File: src/hue_window_color_keep_assert.svh
// Assertion macros shared by the hue window color keep design.
`ifndef HUE_WINDOW_COLOR_KEEP_ASSERT_SVH
`define HUE_WINDOW_COLOR_KEEP_ASSERT_SVH
`ifndef SYNTHESIS
`define HWCK_ASSERT_SAME(label, clk, rst, pre, post) \
   label: assert property (@(posedge clk) disable iff (rst) (pre) |-> (post)) \
      else $error("hue window color keep: assertion failed");
`define HWCK_ASSERT_NEXT(label, clk, rst, pre, post) \
   label: assert property (@(posedge clk) disable iff (rst) (pre) |=> (post)) \
      else $error("hue window color keep: assertion failed");
`else
`define HWCK_ASSERT_SAME(label, clk, rst, pre, post)
`define HWCK_ASSERT_NEXT(label, clk, rst, pre, post)
`endif
`endif

File: src/hwck_pkg.sv
`default_nettype none
package hwck_pkg;

   localparam logic [12:0] HUE_FULL     = 13'd5760;
   localparam logic [11:0] HUE_HALF_MAX = 12'd2880;

   localparam int CSR_INDEX_W = 3;
   localparam int CSR_DATA_W  = 13;

   localparam logic [CSR_INDEX_W-1:0] CSR_HUE_CENTER    = 3'd0;
   localparam logic [CSR_INDEX_W-1:0] CSR_HUE_HALFWIDTH = 3'd1;
   localparam logic [CSR_INDEX_W-1:0] CSR_WEIGHT_RED    = 3'd2;
   localparam logic [CSR_INDEX_W-1:0] CSR_WEIGHT_GREEN  = 3'd3;
   localparam logic [CSR_INDEX_W-1:0] CSR_WEIGHT_BLUE   = 3'd4;

   localparam logic [12:0] RESET_HUE_CENTER    = 13'd0;
   localparam logic [11:0] RESET_HUE_HALFWIDTH = 12'd480;
   localparam logic [7:0]  RESET_WEIGHT_RED    = 8'd77;
   localparam logic [7:0]  RESET_WEIGHT_GREEN  = 8'd150;
   localparam logic [7:0]  RESET_WEIGHT_BLUE   = 8'd29;
   localparam logic [12:0] RESET_HUE_LO        = 13'd5280;
   localparam logic [12:0] RESET_HUE_HI        = 13'd480;

   typedef struct packed {
      logic [7:0] red_in;
      logic [7:0] green_in;
      logic [7:0] blue_in;
   } req_type;

   typedef struct packed {
      logic [7:0] red_out;
      logic [7:0] green_out;
      logic [7:0] blue_out;
      logic       inside_window;
   } rsp_type;

   typedef struct packed {
      logic [12:0] hue_lo;
      logic [12:0] hue_hi;
      logic        full_window;
      logic [7:0]  weight_red;
      logic [7:0]  weight_green;
      logic [7:0]  weight_blue;
   } cfg_type;

   typedef struct packed {
      req_type     pix;
      logic [20:0] dividend;
      logic [7:0]  divisor;
      logic [15:0] prod_red;
      logic [15:0] prod_green;
      logic [15:0] prod_blue;
   } front_type;

   typedef struct packed {
      req_type     pix;
      logic [7:0]  grey;
      logic [12:0] hue;
   } hue_item_type;

   // One restoring division step: returns the new remainder and the quotient bit.
   function automatic logic [8:0] div_step(input logic [7:0] rem, input logic nbit,
                                           input logic [7:0] divisor);
      logic [8:0] trial;
      logic [8:0] diff;
      trial = {rem, nbit};
      diff  = trial - {1'b0, divisor};
      if (trial >= {1'b0, divisor}) begin
         return {diff[7:0], 1'b1};
      end
      return {trial[7:0], 1'b0};
   endfunction

endpackage
`default_nettype wire

File: src/hue_window_color_keep.sv
`default_nettype none
// Color splash filter: each RGB item gets its hue in 1/16 degree steps (0..5759), and a
// pixel whose hue lies in the window around hue_center, hue_halfwidth wide on each side
// and wrapping past zero, leaves unchanged with inside_window set; any other pixel leaves
// as grey at its weighted luma, saturated to 255. The block takes one item every clock
// while the output is not stalled. The hue division by the channel spread runs as a
// restoring divider spread over three register stages behind a stage that forms
// dividend, divisor and the luma products, and ahead of the output register that holds
// the window test. Each stage holds its item under stall while emptier stages upstream
// keep filling. Register writes pass through the raw setting, the reduced center and
// halfwidth, and the window bound registers, and must only be made while idle.
module hue_window_color_keep (
   input  wire logic                               clock,
   input  wire logic                               reset,
   input  wire logic                               req_valid,
   output logic                                    req_stall,
   input  wire hwck_pkg::req_type                  req_data,
   output logic                                    rsp_valid,
   input  wire logic                               rsp_stall,
   output hwck_pkg::rsp_type                       rsp_data,
   input  wire logic                               csr_valid,
   output logic                                    csr_ready,
   input  wire logic [hwck_pkg::CSR_INDEX_W-1:0]   csr_index,
   input  wire logic [hwck_pkg::CSR_DATA_W-1:0]    csr_data
);

   hwck_pkg::cfg_type      cfg;
   logic                   f_valid, f_stall;
   hwck_pkg::front_type    f_data;
   logic                   d_valid, d_stall;
   hwck_pkg::hue_item_type d_data;

   hwck_csr u_csr (
      .clock     (clock),
      .reset     (reset),
      .csr_valid (csr_valid),
      .csr_ready (csr_ready),
      .csr_index (csr_index),
      .csr_data  (csr_data),
      .cfg       (cfg)
   );

   hwck_front u_front (
      .clock     (clock),
      .reset     (reset),
      .cfg       (cfg),
      .in_valid  (req_valid),
      .in_stall  (req_stall),
      .in_data   (req_data),
      .out_valid (f_valid),
      .out_stall (f_stall),
      .out_data  (f_data)
   );

   hwck_div u_div (
      .clock     (clock),
      .reset     (reset),
      .in_valid  (f_valid),
      .in_stall  (f_stall),
      .in_data   (f_data),
      .out_valid (d_valid),
      .out_stall (d_stall),
      .out_data  (d_data)
   );

   hwck_select u_select (
      .clock     (clock),
      .reset     (reset),
      .cfg       (cfg),
      .in_valid  (d_valid),
      .in_stall  (d_stall),
      .in_data   (d_data),
      .out_valid (rsp_valid),
      .out_stall (rsp_stall),
      .out_data  (rsp_data)
   );

`include "hue_window_color_keep_assert.svh"

   `HWCK_ASSERT_SAME(a_stall_from_output, clock, reset, req_stall, rsp_valid && rsp_stall)
   `HWCK_ASSERT_SAME(a_stall_ordered, clock, reset, f_stall, d_stall)
   `HWCK_ASSERT_NEXT(a_handoff_lands, clock, reset, d_valid && !d_stall, rsp_valid)
   `HWCK_ASSERT_SAME(a_grey_equal, clock, reset, rsp_valid && !rsp_data.inside_window,
      rsp_data.red_out == rsp_data.green_out && rsp_data.green_out == rsp_data.blue_out)

endmodule
`default_nettype wire

File: src/hwck_csr.sv
`default_nettype none
module hwck_csr (
   input  wire logic                               clock,
   input  wire logic                               reset,
   input  wire logic                               csr_valid,
   output logic                                    csr_ready,
   input  wire logic [hwck_pkg::CSR_INDEX_W-1:0]   csr_index,
   input  wire logic [hwck_pkg::CSR_DATA_W-1:0]    csr_data,
   output hwck_pkg::cfg_type                       cfg
);

   logic [12:0] center_ff, center_in;
   logic [11:0] halfwidth_ff, halfwidth_in;
   logic [7:0]  w_red_ff, w_red_in;
   logic [7:0]  w_green_ff, w_green_in;
   logic [7:0]  w_blue_ff, w_blue_in;
   logic [12:0] c_ff, c_in;
   logic [11:0] hw_ff, hw_in;
   logic [12:0] lo_ff, lo_in;
   logic [12:0] hi_ff, hi_in;
   logic        full_ff, full_in;
   logic [13:0] lo_sum;
   logic [13:0] hi_sum;
   logic [13:0] hi_wrap;

   assign csr_ready = 1'b1;

   always_comb begin
      center_in    = center_ff;
      halfwidth_in = halfwidth_ff;
      w_red_in     = w_red_ff;
      w_green_in   = w_green_ff;
      w_blue_in    = w_blue_ff;
      if (csr_valid) begin
         case (csr_index)
            hwck_pkg::CSR_HUE_CENTER:    center_in    = csr_data;
            hwck_pkg::CSR_HUE_HALFWIDTH: halfwidth_in = csr_data[11:0];
            hwck_pkg::CSR_WEIGHT_RED:    w_red_in     = csr_data[7:0];
            hwck_pkg::CSR_WEIGHT_GREEN:  w_green_in   = csr_data[7:0];
            hwck_pkg::CSR_WEIGHT_BLUE:   w_blue_in    = csr_data[7:0];
            default: begin
            end
         endcase
      end
   end

   // Window bounds are derived over two register steps from the raw settings.
   always_comb begin
      c_in = (center_ff >= hwck_pkg::HUE_FULL) ? center_ff - hwck_pkg::HUE_FULL : center_ff;
      hw_in = (halfwidth_ff > hwck_pkg::HUE_HALF_MAX) ? hwck_pkg::HUE_HALF_MAX : halfwidth_ff;
      lo_sum  = {1'b0, c_ff} + {1'b0, hwck_pkg::HUE_FULL} - {2'b00, hw_ff};
      hi_sum  = {1'b0, c_ff} + {2'b00, hw_ff};
      hi_wrap = hi_sum - {1'b0, hwck_pkg::HUE_FULL};
      lo_in = (c_ff >= {1'b0, hw_ff}) ? c_ff - {1'b0, hw_ff} : lo_sum[12:0];
      hi_in = (hi_sum >= {1'b0, hwck_pkg::HUE_FULL}) ? hi_wrap[12:0] : hi_sum[12:0];
      full_in = (hw_ff == hwck_pkg::HUE_HALF_MAX);
   end

   always_ff @(posedge clock) begin
      if (reset) begin
         center_ff    <= hwck_pkg::RESET_HUE_CENTER;
         halfwidth_ff <= hwck_pkg::RESET_HUE_HALFWIDTH;
         w_red_ff     <= hwck_pkg::RESET_WEIGHT_RED;
         w_green_ff   <= hwck_pkg::RESET_WEIGHT_GREEN;
         w_blue_ff    <= hwck_pkg::RESET_WEIGHT_BLUE;
         c_ff         <= hwck_pkg::RESET_HUE_CENTER;
         hw_ff        <= hwck_pkg::RESET_HUE_HALFWIDTH;
         lo_ff        <= hwck_pkg::RESET_HUE_LO;
         hi_ff        <= hwck_pkg::RESET_HUE_HI;
         full_ff      <= 1'b0;
      end else begin
         center_ff    <= center_in;
         halfwidth_ff <= halfwidth_in;
         w_red_ff     <= w_red_in;
         w_green_ff   <= w_green_in;
         w_blue_ff    <= w_blue_in;
         c_ff         <= c_in;
         hw_ff        <= hw_in;
         lo_ff        <= lo_in;
         hi_ff        <= hi_in;
         full_ff      <= full_in;
      end
   end

   always_comb begin
      cfg.hue_lo       = lo_ff;
      cfg.hue_hi       = hi_ff;
      cfg.full_window  = full_ff;
      cfg.weight_red   = w_red_ff;
      cfg.weight_green = w_green_ff;
      cfg.weight_blue  = w_blue_ff;
   end

endmodule
`default_nettype wire

File: src/hwck_front.sv
`default_nettype none
module hwck_front (
   input  wire logic                clock,
   input  wire logic                reset,
   input  wire hwck_pkg::cfg_type   cfg,
   input  wire logic                in_valid,
   output logic                     in_stall,
   input  wire hwck_pkg::req_type   in_data,
   output logic                     out_valid,
   input  wire logic                out_stall,
   output hwck_pkg::front_type      out_data
);

   logic                valid_ff, valid_in;
   hwck_pkg::front_type data_ff, data_in;
   logic                take;
   logic [7:0]          r, g, b;
   logic [7:0]          hi, lo, spread;
   logic [11:0]         six_spread;
   logic [11:0]         diff_gb;
   logic [11:0]         num;
   logic                zero_spread;

   assign take     = !valid_ff || !out_stall;
   assign in_stall = !take;

   always_comb begin
      r = in_data.red_in;
      g = in_data.green_in;
      b = in_data.blue_in;
      hi = r;
      lo = r;
      if (g > hi) begin
         hi = g;
      end
      if (b > hi) begin
         hi = b;
      end
      if (g < lo) begin
         lo = g;
      end
      if (b < lo) begin
         lo = b;
      end
      spread      = hi - lo;
      zero_spread = (spread == 8'd0);
      six_spread  = {2'b00, spread, 2'b00} + {3'b000, spread, 1'b0};
      diff_gb     = {4'h0, g} - {4'h0, b};
      if (zero_spread) begin
         num = 12'd0;
      end else if (r == hi) begin
         num = (g >= b) ? diff_gb : diff_gb + six_spread;
      end else if (g == hi) begin
         num = {3'b000, spread, 1'b0} + {4'h0, b} - {4'h0, r};
      end else begin
         num = {2'b00, spread, 2'b00} + {4'h0, r} - {4'h0, g};
      end

      data_in = data_ff;
      if (take) begin
         data_in.pix        = in_data;
         data_in.dividend   = {num[10:0], 10'd0} - {4'h0, num[10:0], 6'd0};
         data_in.divisor    = zero_spread ? 8'd1 : spread;
         data_in.prod_red   = 16'(cfg.weight_red) * 16'(r);
         data_in.prod_green = 16'(cfg.weight_green) * 16'(g);
         data_in.prod_blue  = 16'(cfg.weight_blue) * 16'(b);
      end
      valid_in = take ? in_valid : valid_ff;
   end

   always_ff @(posedge clock) begin
      if (reset) begin
         valid_ff <= 1'b0;
      end else begin
         valid_ff <= valid_in;
      end
   end

   always_ff @(posedge clock) begin
      data_ff <= data_in;
   end

   assign out_valid = valid_ff;
   assign out_data  = data_ff;

endmodule
`default_nettype wire

File: src/hwck_div.sv
`default_nettype none
module hwck_div (
   input  wire logic                 clock,
   input  wire logic                 reset,
   input  wire logic                 in_valid,
   output logic                     in_stall,
   input  wire hwck_pkg::front_type  in_data,
   output logic                     out_valid,
   input  wire logic                 out_stall,
   output hwck_pkg::hue_item_type    out_data
);

   // Three stages of the restoring division: quotient bits 12..8, 7..3 and 2..0.
   logic              v2_ff, v2_in, v3_ff, v3_in, v4_ff, v4_in;
   logic              take2, take3, take4;
   hwck_pkg::req_type pix2_ff, pix2_in, pix3_ff, pix3_in, pix4_ff, pix4_in;
   logic [7:0]        grey2_ff, grey2_in, grey3_ff, grey3_in, grey4_ff, grey4_in;
   logic [7:0]        d2_ff, d2_in, d3_ff, d3_in;
   logic [7:0]        rem2_ff, rem2_in, rem3_ff, rem3_in;
   logic [7:0]        nlow2_ff, nlow2_in;
   logic [2:0]        nlow3_ff, nlow3_in;
   logic [4:0]        q2_ff, q2_in;
   logic [9:0]        q3_ff, q3_in;
   logic [12:0]       q4_ff, q4_in;
   logic [17:0]       luma_sum;
   logic [8:0]        step;
   logic [7:0]        rem;
   logic [4:0]        qa;
   logic [4:0]        qb;
   logic [2:0]        qc;

   assign take4    = !v4_ff || !out_stall;
   assign take3    = !v3_ff || take4;
   assign take2    = !v2_ff || take3;
   assign in_stall = !take2;

   always_comb begin
      luma_sum = 18'(in_data.prod_red) + 18'(in_data.prod_green) + 18'(in_data.prod_blue);
      rem = in_data.dividend[20:13];
      qa  = 5'd0;
      for (int i = 12; i >= 8; i--) begin
         step      = hwck_pkg::div_step(rem, in_data.dividend[i], in_data.divisor);
         rem       = step[8:1];
         qa[i - 8] = step[0];
      end
      v2_in    = take2 ? in_valid : v2_ff;
      pix2_in  = take2 ? in_data.pix : pix2_ff;
      grey2_in = grey2_ff;
      if (take2) begin
         grey2_in = (luma_sum[17:16] != 2'b00) ? 8'hFF : luma_sum[15:8];
      end
      d2_in    = take2 ? in_data.divisor : d2_ff;
      rem2_in  = take2 ? rem : rem2_ff;
      nlow2_in = take2 ? in_data.dividend[7:0] : nlow2_ff;
      q2_in    = take2 ? qa : q2_ff;
   end

   always_comb begin
      logic [7:0] rem_b;
      logic [8:0] step_b;
      rem_b = rem2_ff;
      qb    = 5'd0;
      for (int i = 7; i >= 3; i--) begin
         step_b    = hwck_pkg::div_step(rem_b, nlow2_ff[i], d2_ff);
         rem_b     = step_b[8:1];
         qb[i - 3] = step_b[0];
      end
      v3_in    = take3 ? v2_ff : v3_ff;
      pix3_in  = take3 ? pix2_ff : pix3_ff;
      grey3_in = take3 ? grey2_ff : grey3_ff;
      d3_in    = take3 ? d2_ff : d3_ff;
      rem3_in  = take3 ? rem_b : rem3_ff;
      nlow3_in = take3 ? nlow2_ff[2:0] : nlow3_ff;
      q3_in    = take3 ? {q2_ff, qb} : q3_ff;
   end

   always_comb begin
      logic [7:0] rem_c;
      logic [8:0] step_c;
      rem_c = rem3_ff;
      qc    = 3'd0;
      for (int i = 2; i >= 0; i--) begin
         step_c = hwck_pkg::div_step(rem_c, nlow3_ff[i], d3_ff);
         rem_c  = step_c[8:1];
         qc[i]  = step_c[0];
      end
      v4_in    = take4 ? v3_ff : v4_ff;
      pix4_in  = take4 ? pix3_ff : pix4_ff;
      grey4_in = take4 ? grey3_ff : grey4_ff;
      q4_in    = take4 ? {q3_ff, qc} : q4_ff;
   end

   always_ff @(posedge clock) begin
      if (reset) begin
         v2_ff <= 1'b0;
         v3_ff <= 1'b0;
         v4_ff <= 1'b0;
      end else begin
         v2_ff <= v2_in;
         v3_ff <= v3_in;
         v4_ff <= v4_in;
      end
   end

   always_ff @(posedge clock) begin
      pix2_ff  <= pix2_in;
      grey2_ff <= grey2_in;
      d2_ff    <= d2_in;
      rem2_ff  <= rem2_in;
      nlow2_ff <= nlow2_in;
      q2_ff    <= q2_in;
      pix3_ff  <= pix3_in;
      grey3_ff <= grey3_in;
      d3_ff    <= d3_in;
      rem3_ff  <= rem3_in;
      nlow3_ff <= nlow3_in;
      q3_ff    <= q3_in;
      pix4_ff  <= pix4_in;
      grey4_ff <= grey4_in;
      q4_ff    <= q4_in;
   end

   assign out_valid = v4_ff;

   always_comb begin
      out_data.pix  = pix4_ff;
      out_data.grey = grey4_ff;
      out_data.hue  = q4_ff;
   end

endmodule
`default_nettype wire

File: src/hwck_select.sv
`default_nettype none
module hwck_select (
   input  wire logic                   clock,
   input  wire logic                   reset,
   input  wire hwck_pkg::cfg_type      cfg,
   input  wire logic                   in_valid,
   output logic                       in_stall,
   input  wire hwck_pkg::hue_item_type in_data,
   output logic                       out_valid,
   input  wire logic                   out_stall,
   output hwck_pkg::rsp_type           out_data
);

   logic              valid_ff, valid_in;
   hwck_pkg::rsp_type data_ff, data_in;
   logic              take;
   logic              ge_lo, le_hi, keep;

   assign take     = !valid_ff || !out_stall;
   assign in_stall = !take;

   always_comb begin
      ge_lo = (in_data.hue >= cfg.hue_lo);
      le_hi = (in_data.hue <= cfg.hue_hi);
      if (cfg.full_window) begin
         keep = 1'b1;
      end else if (cfg.hue_lo <= cfg.hue_hi) begin
         keep = ge_lo && le_hi;
      end else begin
         keep = ge_lo || le_hi;
      end

      data_in = data_ff;
      if (take) begin
         data_in.inside_window = keep;
         data_in.red_out   = keep ? in_data.pix.red_in   : in_data.grey;
         data_in.green_out = keep ? in_data.pix.green_in : in_data.grey;
         data_in.blue_out  = keep ? in_data.pix.blue_in  : in_data.grey;
      end
      valid_in = take ? in_valid : valid_ff;
   end

   always_ff @(posedge clock) begin
      if (reset) begin
         valid_ff <= 1'b0;
      end else begin
         valid_ff <= valid_in;
      end
   end

   always_ff @(posedge clock) begin
      data_ff <= data_in;
   end

   assign out_valid = valid_ff;
   assign out_data  = data_ff;

endmodule
`default_nettype wire

File: config.mk
export PLATFORM = sky130hd
export DESIGN_NAME = hue_window_color_keep
export DESIGN_NICKNAME = d
export VERILOG_FILES = /design/src/hwck_pkg.sv /design/src/hue_window_color_keep.sv /design/src/hwck_csr.sv /design/src/hwck_front.sv /design/src/hwck_div.sv /design/src/hwck_select.sv
export VERILOG_INCLUDE_DIRS = /design/src /design/src/src
export SDC_FILE = /design/constraint.sdc
export NUM_CORES = 2
export LEC_CHECK = 0
export ABC_AREA = 1
export BUFFER_PORTS_ARGS = -buffer_cell sky130_fd_sc_hd__buf_2
export CAP_MARGIN = 10
export CORE_MARGIN = 5
export CORE_UTILIZATION = 45
export CTS_CLUSTER_SIZE = 14
export DETAILED_ROUTE_END_ITERATION = 8
export GPL_TIMING_DRIVEN = 0
export HOLD_SLACK_MARGIN = 0.15
export SYNTH_ARGS = -nofsm -noshare
export SYNTH_HDL_FRONTEND = slang
export SYNTH_SLANG_ARGS = --single-unit
File: constraint.sdc
create_clock -name clock -period 10.7 [get_ports clock]
set_input_delay 0.535 -clock clock [delete_from_list [all_inputs] [get_ports clock]]
set_output_delay 0.535 -clock clock [all_outputs]
set_load 0.01 [all_outputs]
==> run metrics <==
main area contributors after synthesis=edfxtp_1, ha_1, fa_1; GP Congestion=between 0.9 and 1; number of global-route vias before repair=22,940; WP data required=11.01 ns; H-Tree Depth=2; Synth Warn #=0; Post-DRT Antenna Nets=0; Rel. slew slack=a little under a third; Final Setup Violations=0; I/O Pins=73; Pre-Repair DR Iteration Count=5; Min Clock Period, post-route=between 10 and 15 ns; Clock Tree Buf Depth=3; register bit count reported by yosys=383; Syn-to-layout area delta=12.13%; status=finished, final reports clean; startpoint class of the critical path=flip-flop; n_diodes=0; Hold WC Path Type=in -> reg; final wirelength=between 70 and 80 mm; FMAX=around 0.1 GHz; critical path arrival=10.31 ns; Finished Core Util=between 50% and 60%; Final Skew=about 0.030 ns; slowest cell delay on critical path=around 0.43 ns; Crit. Startpoint=u_div.d2_ff[2]; syn nets=approximately 4,200; xor/xnor share of the synthesized area=slightly above 5%; crit share post-route=approximately 94%; CTS tree=done; main combinational cell family by area after synthesis=adder cells; cell count after synthesis=roughly 3,600; Worst Path Max Fanout=10; max-cap violations=0; Rows=96; CTS Buf Count=between 40 and 50; Crit. End Element=flip-flop; layout cell share with drive strength beyond 1=under 10%; clock latency on the worst-skew pair=roughly 0.58 ns; Die H=approximately 270 um; Slew @ Worst Pin=between 1 and 1.5 ns; largest net degree at the start of global routing=72; average vias per placed instance=a little under 5; mapped cell area=between 30,000 and 40,000 sq um; register area share after synthesis=about a third; critical path class=reg -> reg; fin nets=roughly 4,400; initial antenna violation count=0; Min Hold Slack=a little under 0.2 ns; Total GRT Usage=~20%; total core area=68,830 sq um; # clock sinks=383; chip width=approximately 270 um; dpl hpwl=58.92 mm; first-pass GRT wire length=~120 mm; Yosys top cell area share=a little over a quarter; ys async rst share=0%; Synth Area in Adders=around a quarter; Compound-Gate Fraction of Synth Area=between 10% and 20%; vias=23,650; most common cell after layout, fill and taps aside=nand2_1; Hold Vio Cnt, Final=0; Hold Crit Start=csr_data[10]; multiplexer share of the synthesized area=less than 1%; clock slew at the register clock pins of the worst setup and hold paths=0.06 ns; WL/cell=~15 um; most frequent cells in the layout=nand2_1, inv_1, ha_1; root buffer cell=clkbuf_16; Crit Reg-Reg Startpoint=u_div.d2_ff[2]; post-synth cell types=66; initial core utilization=a little under half; drt initial violations=between 1,000 and 1,500; Post-Synth Simple-Gate Area=between 10% and 20%; Syn Area/Cell=about 8.6 sq um; Worst path slowest cell=edfxtp_1; DRC viols=0; Post-synth EDFFs=roughly 280; Slew Viols, Final=0; die area=between 70,000 and 80,000 sq um; grt ovf=0; post-synth top area cell=edfxtp_1; IO buf count=71; Primary FF master, synth=edfxtp_1
-- stage by stage --
stage	instance area, sq um	setup slack, ns	cells	TNS [ns]
after global routing	35130	-0.1534	4783	-1.595
after CTS	34570	0.006397	4742	0
after global placement	32850	-0.6180	4648	-7.805
after detailed placement	32970	-0.7491	4653	-9.791
after floorplan	31330	0.9634	3646	0
final	35130	0.6915	4783	0
-- cell families (layout without fill, tap and decap cells) --
group           count (synthesis)  after routing
fa+ha+maj                     554            554
other cells                     1              1
compound gates                568            568
xor+xnor                      184            184
buf+inv                       790            996
simple gates                 1164           1164
mux                             2              2
flops                         383            383
-- worst paths after layout --
check | to | slack, ns | cells past startpoint
worst max-delay path | u_div.rem3_ff[7] | 0.69 | 72
worst min-delay path | u_csr.center_ff[10] | 0.20 | 3
worst max register to register | u_div.rem3_ff[7] | 0.69 | 72
worst min register to register | u_div.pix3_ff[19] | 0.40 | 0
-- layer usage --
metal  track usage [%]  up-vias  wire, um  share of wire, %
met5                 0        -         0                 0
met1             28.24    10980     35890                49
met2             32.21      436     33150                45
li1                  -    12160         -                 -
met3             2.345       80      3213               4.4
met4             3.505        0      1194               1.6
-- area by class of cell --
class | instances | area, sq um
flip-flops and latches | 383 | 10450
clock buffers | 52 | 1174
repair buffers | 127 | 882.1
plain buffers | 84 | 385.4
fillers | 6482 | 33700
well taps | 931 | 1165
clock inverters | 28 | 295.3
multi-input cells | 2473 | 18110
inverters | 705 | 2673
-- critical path: cells and delay by family (launching register included) --
| kind | cells | cell delay [ns] |
|---|---|---|
| adders and majority gates | 5 | 1.36 |
| AOI/OAI and AO/OA | 31 | 4.23 |
| DFF | 1 | 0.43 |
| and+or+nand+nor | 22 | 2.37 |
| buffers and inverters | 14 | 1.35 |
-- cells in the mapped netlist (all sizes together), types with 2 or more instances --
master  instances
and3            2
nor3           25
o21ai         206
and2            6
o21bai         38
nor2          215
a31oi           4
nand2         734
edfxtp        278
nand3b          6
a211oi         11
nand4          24
clkbuf         70
xor2          140
xnor2          44
o21a            5
a221oi          2
a21o            4
o221ai          3
ha            406
o31ai          15
or2            14
dfxtp         105
a221o           2
clkinv          4
nand3         127
buf            15
o211ai         10
inv           701
nor4           10
a21oi         262
fa            148
-- registers in the layout, indices dropped and copies added, names as in the netlist, 10 cells and up --
signal and count:
u_front.out_data 95, u_select.out_data 25, u_div.out_data 24, u_div.pix2_ff 24, u_div.pix3_ff 24, u_csr.c_ff 13, u_csr.center_ff 13, u_csr.hi_ff 13
u_div.q4_ff 13, u_csr.halfwidth_ff 12, u_csr.hw_ff 12, u_csr.lo_ff 12, u_div.q3_ff 10
-- what timing repair did --
item / 4_1_cts / 5_1_grt
setup endpoints to repair: 18 / 18
cloned: 0 / 1
buffers inserted: 8 / 41
endpoints found under the hold margin: 1 / 0
hold buffers: 1 / 0
gates resized for setup: 15 / 60
pin swaps: 3 / 40
Power is left out: the tool's default activity adds up to more than one toggle a clock period on the data nets, which glitch-free logic cannot reach.
